--- src/rtl/utcep_pkg.sv ---
// utcep_pkg: shared types, constants and the day-of-year table for the
// UTC date/time to epoch converter. No dependencies.
package utcep_pkg;

    localparam int unsigned FIELD_W   = 7;
    localparam int unsigned YEAR_W    = 12;
    localparam int unsigned SECS_W    = 32;
    localparam int unsigned DAYS_W    = 16;
    localparam int unsigned DOE_W     = 18;
    localparam int unsigned ERA_SUM_W = 21;
    localparam int unsigned TOD_W     = 17;

    localparam logic [FIELD_W-1:0]   YEAR_PIVOT   = 7'd80;
    localparam logic [FIELD_W-1:0]   YY_MAX       = 7'd99;
    localparam logic [YEAR_W-1:0]    CENTURY_19   = 12'd1900;
    localparam logic [YEAR_W-1:0]    CENTURY_20   = 12'd2000;
    localparam logic [YEAR_W-1:0]    MIN_YEAR     = 12'd1980;
    localparam logic [YEAR_W-1:0]    ERA5_START   = 12'd2000;
    localparam logic [YEAR_W-1:0]    ERA4_START   = 12'd1600;
    localparam logic [ERA_SUM_W-1:0] ERA4_DAYS    = 21'd584388;   // 4 * 146097
    localparam logic [ERA_SUM_W-1:0] ERA5_DAYS    = 21'd730485;   // 5 * 146097
    localparam logic [ERA_SUM_W-1:0] EPOCH_OFFSET = 21'd719468;
    localparam logic [SECS_W:0]      SECS_PER_DAY = 33'd86400;
    localparam logic [TOD_W-1:0]     SECS_PER_HR  = 17'd3600;
    localparam logic [TOD_W-1:0]     SECS_PER_MIN = 17'd60;

    typedef struct packed {
        logic [FIELD_W-1:0] hour;
        logic [FIELD_W-1:0] minute;
        logic [FIELD_W-1:0] second;
        logic [FIELD_W-1:0] day;
        logic [FIELD_W-1:0] month;
        logic [FIELD_W-1:0] yy;
    } fix_word_t;

    typedef struct packed {
        logic [YEAR_W-1:0] full_year;
        logic              time_ok;
        logic              date_ok;
        logic              epoch_ok;
        logic [SECS_W-1:0] unix_seconds;
    } epoch_word_t;

    // (153 * mp + 2) / 5, days before shifted month mp (March = 0)
    function automatic logic [8:0] month_start_day(input logic [3:0] mp);
        logic [8:0] d;
        case (mp)
            4'd0:    d = 9'd0;
            4'd1:    d = 9'd31;
            4'd2:    d = 9'd61;
            4'd3:    d = 9'd92;
            4'd4:    d = 9'd122;
            4'd5:    d = 9'd153;
            4'd6:    d = 9'd184;
            4'd7:    d = 9'd214;
            4'd8:    d = 9'd245;
            4'd9:    d = 9'd275;
            4'd10:   d = 9'd306;
            4'd11:   d = 9'd337;
            default: d = 9'd0;
        endcase
        return d;
    endfunction

endpackage

--- src/rtl/utcep_calc.sv ---
// utcep_calc: combinational range checks, century pivot and civil-day to
// epoch-seconds conversion for one fix word. Depends on utcep_pkg.
module utcep_calc (
    input  utcep_pkg::fix_word_t   fix,
    output utcep_pkg::epoch_word_t res
);

    logic [utcep_pkg::YEAR_W-1:0]    year;
    logic                            t_ok;
    logic                            d_ok;
    logic                            m_le2;
    logic [utcep_pkg::YEAR_W-1:0]    y;
    logic                            era5;
    logic [8:0]                      yoe;
    logic [utcep_pkg::FIELD_W-1:0]   mp_wide;
    logic [1:0]                      yoe_cent;
    logic [utcep_pkg::DOE_W-1:0]     doe;
    logic [utcep_pkg::ERA_SUM_W-1:0] day_sum;
    logic [utcep_pkg::DAYS_W-1:0]    days;
    logic [utcep_pkg::TOD_W-1:0]     tod;
    logic [utcep_pkg::SECS_W:0]      day_secs;
    logic [utcep_pkg::SECS_W-1:0]    secs;

    always_comb
    begin
        year = (fix.yy >= utcep_pkg::YEAR_PIVOT)
             ? utcep_pkg::CENTURY_19 + 12'(fix.yy)
             : utcep_pkg::CENTURY_20 + 12'(fix.yy);

        t_ok = (fix.hour < 7'd24) && (fix.minute < 7'd60) && (fix.second < 7'd60);
        d_ok = (fix.yy <= utcep_pkg::YY_MAX) && (year >= utcep_pkg::MIN_YEAR)
            && (fix.month >= 7'd1) && (fix.month <= 7'd12)
            && (fix.day >= 7'd1) && (fix.day <= 7'd31);

        m_le2 = (fix.month <= 7'd2);
        y     = year - 12'(m_le2);
        era5  = (y >= utcep_pkg::ERA5_START);
        yoe   = era5 ? 9'(y - utcep_pkg::ERA5_START) : 9'(y - utcep_pkg::ERA4_START);

        mp_wide = m_le2 ? fix.month + 7'd9 : fix.month - 7'd3;

        if (yoe >= 9'd300)
            yoe_cent = 2'd3;
        else if (yoe >= 9'd200)
            yoe_cent = 2'd2;
        else if (yoe >= 9'd100)
            yoe_cent = 2'd1;
        else
            yoe_cent = 2'd0;

        doe = 18'(yoe) * 18'd365 + 18'(yoe[8:2]) - 18'(yoe_cent)
            + 18'(utcep_pkg::month_start_day(mp_wide[3:0])) + 18'(fix.day) - 18'd1;

        day_sum = (era5 ? utcep_pkg::ERA5_DAYS : utcep_pkg::ERA4_DAYS)
                + 21'(doe) - utcep_pkg::EPOCH_OFFSET;
        days    = day_sum[utcep_pkg::DAYS_W-1:0];

        tod = 17'(fix.hour) * utcep_pkg::SECS_PER_HR
            + 17'(fix.minute) * utcep_pkg::SECS_PER_MIN + 17'(fix.second);

        day_secs = 33'(days) * utcep_pkg::SECS_PER_DAY;
        secs     = day_secs[utcep_pkg::SECS_W-1:0] + 32'(tod);

        res.full_year    = year;
        res.time_ok      = t_ok;
        res.date_ok      = d_ok;
        res.epoch_ok     = t_ok && d_ok;
        res.unix_seconds = (t_ok && d_ok) ? secs : '0;
    end

endmodule

--- src/rtl/utc_date_time_to_epoch.sv ---
// utc_date_time_to_epoch: top level; input word register, conversion, result
// register. Depends on utcep_pkg and utcep_calc.
// The input word register holds the accepted word; the result register and done then take its conversion.
// Throughput: one word per cycle; busy is always low.
// Reset: rst_n clears the input valid bit and done; payload is not reset.
module utc_date_time_to_epoch (
    input  logic                          clk,
    input  logic                          rst_n,
    input  logic                          start,
    output logic                          busy,
    input  logic [utcep_pkg::FIELD_W-1:0] hour_in,
    input  logic [utcep_pkg::FIELD_W-1:0] minute_in,
    input  logic [utcep_pkg::FIELD_W-1:0] second_in,
    input  logic [utcep_pkg::FIELD_W-1:0] day_in,
    input  logic [utcep_pkg::FIELD_W-1:0] month_in,
    input  logic [utcep_pkg::FIELD_W-1:0] year_two_digit,
    output logic                          done,
    output logic [utcep_pkg::YEAR_W-1:0]  full_year,
    output logic                          time_ok,
    output logic                          date_ok,
    output logic                          epoch_ok,
    output logic [utcep_pkg::SECS_W-1:0]  unix_seconds
);

    utcep_pkg::fix_word_t   fix_reg;
    utcep_pkg::epoch_word_t res_next;
    utcep_pkg::epoch_word_t res_reg;
    logic                   fix_vld_reg;
    logic                   done_reg;
    logic                   accept;

    assign busy   = 1'b0;
    assign accept = start && !busy;

    always_ff @(posedge clk or negedge rst_n)
    begin
        if (!rst_n)
        begin
            fix_vld_reg <= 1'b0;
            done_reg    <= 1'b0;
        end
        else
        begin
            fix_vld_reg <= accept;
            done_reg    <= fix_vld_reg;
        end
    end

    always_ff @(posedge clk)
    begin
        if (accept)
        begin
            fix_reg.hour   <= hour_in;
            fix_reg.minute <= minute_in;
            fix_reg.second <= second_in;
            fix_reg.day    <= day_in;
            fix_reg.month  <= month_in;
            fix_reg.yy     <= year_two_digit;
        end
        if (fix_vld_reg)
            res_reg <= res_next;
    end

    utcep_calc u_calc (
        .fix (fix_reg),
        .res (res_next)
    );

    assign done         = done_reg;
    assign full_year    = res_reg.full_year;
    assign time_ok      = res_reg.time_ok;
    assign date_ok      = res_reg.date_ok;
    assign epoch_ok     = res_reg.epoch_ok;
    assign unix_seconds = res_reg.unix_seconds;

endmodule

--- config.mk ---
export PLATFORM = sky130hd
export DESIGN_NAME = utc_date_time_to_epoch
export DESIGN_NICKNAME = d
export VERILOG_FILES = /design/src/rtl/utcep_pkg.sv /design/src/rtl/utcep_calc.sv /design/src/rtl/utc_date_time_to_epoch.sv
export SDC_FILE = /design/constraint.sdc
export NUM_CORES = 1
export LEC_CHECK = 0
export BUFFER_PORTS_ARGS = -buffer_cell sky130_fd_sc_hd__buf_2
export CAP_MARGIN = 25
export CORE_MARGIN = 2
export CORE_UTILIZATION = 40
export CTS_BUF_LIST = sky130_fd_sc_hd__clkbuf_8
export DETAILED_ROUTE_END_ITERATION = 7
export SYNTH_ARGS = -nofsm -noshare
export SYNTH_HDL_FRONTEND = slang
export SYNTH_SLANG_ARGS = --single-unit
export TNS_END_PERCENT = 30
--- constraint.sdc ---
create_clock -name clk -period 23.5 [get_ports clk]
set_input_delay 2.35 -clock clk [delete_from_list [all_inputs] [get_ports clk]]
set_output_delay 2.35 -clock clk [all_outputs]
set_load 0.02 [all_outputs]
# == Word level (Yosys, flattened, before mapping) ==
# Memories as Yosys holds them, arrays and structs flattened.
# Index checks and enable logic that the tools add are counted.
# W data, S select, Z words.
# totals
word_cells,65
romBits,144
n_memories,1
ff_bits,91
out_inout_bits,49
# memory_table
name,words,word_bits,rd,rd_clocked_by_memory_dff,write_ports,line_no,text
(no name shown),16,9,1,0,0,utcep_pkg.sv:47,case (mp)
# classes
muxes,7
n_reduce_logical,8
addsub,17
multipliers,4
n_lt_le_gt_ge,15
# op_table
op,n
$add A16 B7 Y16,2
$add A32 B17 Y32,1
$mul A16 B10 Y25 const B,1
$add A11 B7 Y12 const A,2
$ge A12 B11 Y1 const B,2
$add A17 B13 Y17,1
$add A17 B7 Y17,1
$add A16 B16 Y16,1
$add A16 B9 Y16,1
$mul A9 B9 Y16 const B,1
$mux W16,1
$sub A16 B1 Y16 const B,1
$sub A16 B16 Y16 const B,1
$sub A16 B2 Y16,1
$ge A7 B1 Y1 const B,2
$lt A7 B6 Y1 const B,2
$mul A7 B8 Y13 const B,1
$mux W12,1
$sub A12 B1 Y12,1
$mul A7 B4 Y11 const B,1
$ge A9 B7 Y1 const B,1
$ge A9 B8 Y1 const B,1
$ge A9 B9 Y1 const B,1
$mux W9,1
14 further kinds,22

# == Logic depth before layout (Yosys ltp) ==
# depth
ltp_word,17
mapped_depth,60
depth_no_buf,57

# == Hierarchy ==
# A second synthesis with hierarchy kept.
# hier_totals
hier_cells,1250
hier_area_um2,12497.0
# modules_own_cells
mod,seq_area_each_um2,instances,area_per_inst_um2,cells_per_inst
utcep_calc,0.0,1,9763.1,1157
utc_date_time_to_epoch,2722.6,1,2733.9,93

# == Worst setup path before layout ==
# OpenSTA, ideal clock, no wires.
# synth_timing
kind,register -> register
from,reg fix_reg[12] (netlist name)
to,"reg res_reg (netlist bit unix_seconds[31]), data pin"
t_required_ps,23239
arrival_time_ps,12239
stages_incl_launch_ff,54
setup_ps,261
slack_ps,10999
cell_sequence,edfxtp_1 -> or3_1 -> or3_1 -> nor2_1 -> ha_1 -> ha_1 -> clkbuf_1 -> nand3_1 -> mux2i_1 -> nor2_1 -> o32a_1 -> inv_1 -> ha_1 -> nand2b_1 -> nor2b_1 -> o21bai_4 -> or2_2 -> nand2_1 -> [... 18 more ...] -> fa_1 -> fa_1 -> inv_1 -> ha_1 -> inv_1 -> fa_1 -> inv_1 -> ha_1 -> clkbuf_1 -> a21o_1 -> o41a_1 -> o21a_1 -> nor4_1 -> nand4_1 -> nor4_1 -> xnor2_1 -> xnor2_1 -> nor2_1
# synth_between
elab_chain_len,16
elab_cells_between_ends,32
cone_classes,add/sub: 11; mul: 2; order compare: 7; mux: 6; reduce/logical: 5; memory: 1
# synth_rtl
item,line_no,text
from (decl),utc_date_time_to_epoch.sv:25,utcep_pkg::fix_word_t fix_reg;
"parallel branches: the longest is 16 deep, another holds $mul A9 B9 Y16",n/a,
to (signal assigned),utc_date_time_to_epoch.sv:61,res_reg <= res_next;
to (decl),utc_date_time_to_epoch.sv:27,utcep_pkg::epoch_word_t res_reg;
# Parallel ways; which one is timed is not known.
# A chain may end at the register's enable or synchronous reset.

# == Worst setup path after layout ==
# Ends and elaborated chain as after synthesis.

==> results.json <==
{
  "fin_setup_tns_ps": 0,
  "arrival_ps": 13900,
  "clock_skew_ps": 19.72,
  "cts_hold_buf": 0,
  "detail_route.iter0.violations": 440,
  "grt_pass1_wl_um": 42580,
  "period_needed_ps": 13770,
  "maxSlewHeadroom_pct": 33.96,
  "slowest_stage": "o311ai_0",
  "grtUsageTotal_pct": 15.99,
  "die_x_um": 181.1,
  "synth_area_per_cell_um2": 9.839,
  "cts.sinks": 90,
  "cts_tree": "yes",
  "synth_warnings": 0,
  "tightest_slew_ps": 988.3,
  "synth_top_area_share_pct": 24.54,
  "area_growth_pct": 9.176,
  "ys_seq_area_share_pct": 21.46,
  "fin_nets": 1761,
  "synth_top_flop_cell": "edfxtp_1",
  "fillers": 3030,
  "core_mm2": 0.03075,
  "hold_path_end": "unix_seconds[0]$_SDFFCE_PN0P_",
  "ys_types": 77,
  "ant_nets": 0,
  "ys_ff_latch": 90,
  "min_path_cells": 1,
  "final_util_pct": 44.54,
  "clockRootBuffer": "clkbuf_8",
  "hold_path_class": "reg2reg",
  "io_buffers": 92,
  "fmax_mhz": 72.63,
  "setup.worst_path.class": "reg2reg",
  "grt_max_degree": 44,
  "finalSetupViolCount": 0,
  "firstDrtPassIters": 5,
  "cts_resized": 0,
  "min_from": "fix_reg[21]$_DFFE_PP_",
  "wire_per_inst_um": 14.47,
  "worstRegToRegCells": 53,
  "antenna_found_initial": 1,
  "cts_buffer_depth": 2,
  "async_flop_share_pct": 2.222,
  "insertion_delay_ps": 400,
  "synth_nets": 1670,
  "worstPathRequired_ps": 23630,
  "wl_um": 25580,
  "num_vias": 8976,
  "synth_cells": 1275,
  "r2r-end": "unix_seconds[31]$_SDFFCE_PN0P_",
  "htreeDepth": 3,
  "dieArea_mm2": 0.03279,
  "largest_reg_flops": 42,
  "finalWeightedCongestion": 0.8385,
  "clk_pin_slew_worst_paths_ps": 100,
  "ff2ff_setup_slack_ps": 9730,
  "initial_core_util_pct": 40.80,
  "synth_edf_count": 88,
  "post_cts_buffers": 0,
  "cts_made_buffers": 9,
  "drive_above_1_share_pct": 9.774,
  "critical-path-max-stage-delay_ps": 570,
  "via_per_inst": 5.077,
  "ios": 94,
  "cp_max_fo": 13,
  "hpwl_um": 21670,
  "cap_violations": 0,
  "r2r-start": "fix_reg[12]$_DFFE_PP_",
  "drc": 0,
  "end_kind": "register",
  "finalCritPeriodShare_pct": 58.59,
  "yosysTopAreaCell": "ha_1",
  "syn_area_mm2": 0.01254,
  "crit_top_cell": "inv_1",
  "grt_pass1_vias": 8772,
  "final-max-slew-violation-count": 0,
  "status": "complete, no violations",
  "startpoint_type": "register",
  "row_count": 64,
  "synth_top_cells_by_area": "ha_1, edfxtp_1, fa_1",
  "die_y_um": 181.1,
  "overflow": 0,
  "hold_viol": 0,
  "rsz0062_at_grt": "no"
}
-- placed cells by master (no fill, tap or decap), types with 3 or more instances in the layout --
cell	netlist	routed
nand2_1	39	39
buf_4	2	3
nor3b_1	4	4
o2111ai_1	3	3
o21a_1	9	9
nand4_1	5	5
ha_1	246	246
o31ai_1	5	5
nor4_1	6	6
and3_1	13	13
buf_2	2	92
a311oi_1	3	3
o311ai_0	6	6
a21o_1	25	25
and2_1	5	5
o211ai_1	5	5
edfxtp_1	88	88
nand3_1	15	15
a31oi_1	12	12
a21oi_1	69	69
mux2i_1	4	4
inv_1	262	262
or2_2	4	4
nand2b_1	12	12
nor2b_1	15	15
nor2_1	64	64
o21ai_1	3	3
xor2_1	30	30
nor3_1	22	22
a211oi_1	7	7
o21bai_1	14	14
or3_1	3	3
xnor2_1	74	74
fa_1	104	104
o31a_1	3	3
o21ai_0	32	32
clkbuf_8	0	9
-- worst max path at each step --
stage                                      from                              to  slack [ps]  cells past startpoint
after global placement    fix_reg[12]$_DFFE_PP_  unix_seconds[31]$_SDFFCE_PN0P_       10070                     51
after detailed placement  fix_reg[12]$_DFFE_PP_  unix_seconds[31]$_SDFFCE_PN0P_        9850                     53
after global routing      fix_reg[12]$_DFFE_PP_  unix_seconds[31]$_SDFFCE_PN0P_        8640                     53
after CTS                 fix_reg[12]$_DFFE_PP_  unix_seconds[31]$_SDFFCE_PN0P_        9730                     53
after floorplan           fix_reg[12]$_DFFE_PP_  unix_seconds[31]$_SDFFCE_PN0P_       11000                     53
final                     fix_reg[12]$_DFFE_PP_  unix_seconds[31]$_SDFFCE_PN0P_        9730                     53
-- critical path: cells and delay by family, from the launching register on --
family,cells,cell delay (ps)
XOR/XNOR,3,800
AO/OA/AOI/OAI,11,2550
AND/OR/NAND/NOR,16,3310
buffers and inverters,8,710
adder cells (fa/ha/maj),14,5530
flip-flops,1,370
multiplexers,1,250
-- area by class of cell --
class / instances / area (um2) / share of cell area, %
Tap cell: 396 / 495.5 / 3.618
Multi-Input combinational cell: 907 / 8798 / 64.24
Clock buffer: 9 / 123.9 / 0.9044
Antenna cell: 1 / 2.502 / 0.01827
Clock inverter: 7 / 111.4 / 0.8131
Sequential cell: 90 / 2694 / 19.67
Inverter: 263 / 987.2 / 7.208
Timing Repair Buffer: 95 / 483.0 / 3.526
-- synthesized netlist by cell type, drive strengths merged (3+ instances only) --
master,n
nor3,23
nor3b,4
or3,3
buf,4
o2111ai,3
xor2,30
o31a,3
nor2,66
o21a,9
a211oi,7
nand3,15
ha,246
nand2b,12
inv,263
o211ai,5
a21oi,69
edfxtp,88
nand2,39
nor2b,15
nand4,5
mux2,3
a21o,25
fa,104
nor4,6
a311oi,3
and3,13
mux2i,5
o311ai,6
o31ai,5
o21bai,15
and2,5
clkbuf,11
o21ai,37
or2,5
a31oi,13
xnor2,75
-- metrics by stage --
stage / area, um2 / worst slack, ps / hold WS, ps / cells
2_1_floorplan: 12540 / 11000 / 497.0 / 1275
3_3_place_gp: 13450 / 10070 / 526.0 / 1750
3_5_place_dp: 13460 / 9849 / 531.3 / 1751
4_1_cts: 13690 / 9732 / 554.2 / 1767
5_1_grt: 13690 / 8636 / 587.8 / 1767
6_report: 13700 / 9732 / 549.6 / 1768
-- cell families after synthesis --
family | Yosys count | share of synthesized area, %
compound gates | 223 | 11.92
fa+ha+maj | 350 | 41.13
flops | 90 | 21.46
other cells | 1 | 0.02989
buf+inv | 278 | 8.398
xor+xnor | 105 | 7.391
mux | 8 | 0.7580
simple gates | 220 | 8.907
-- per-layer routing --
layer	part of all wire (%)	wire [um]	vias to the layer above	track usage, %
met4	1.3	340	0	4.033
met3	2.7	687	20	1.975
met2	49	12610	106	27.54
met5	0	0	-	0
li1	-	-	4489	-
met1	47	11940	4361	21.32
Power is not shown: default switching activity piles up to over one toggle a cycle in this logic, so the estimate is an artifact.
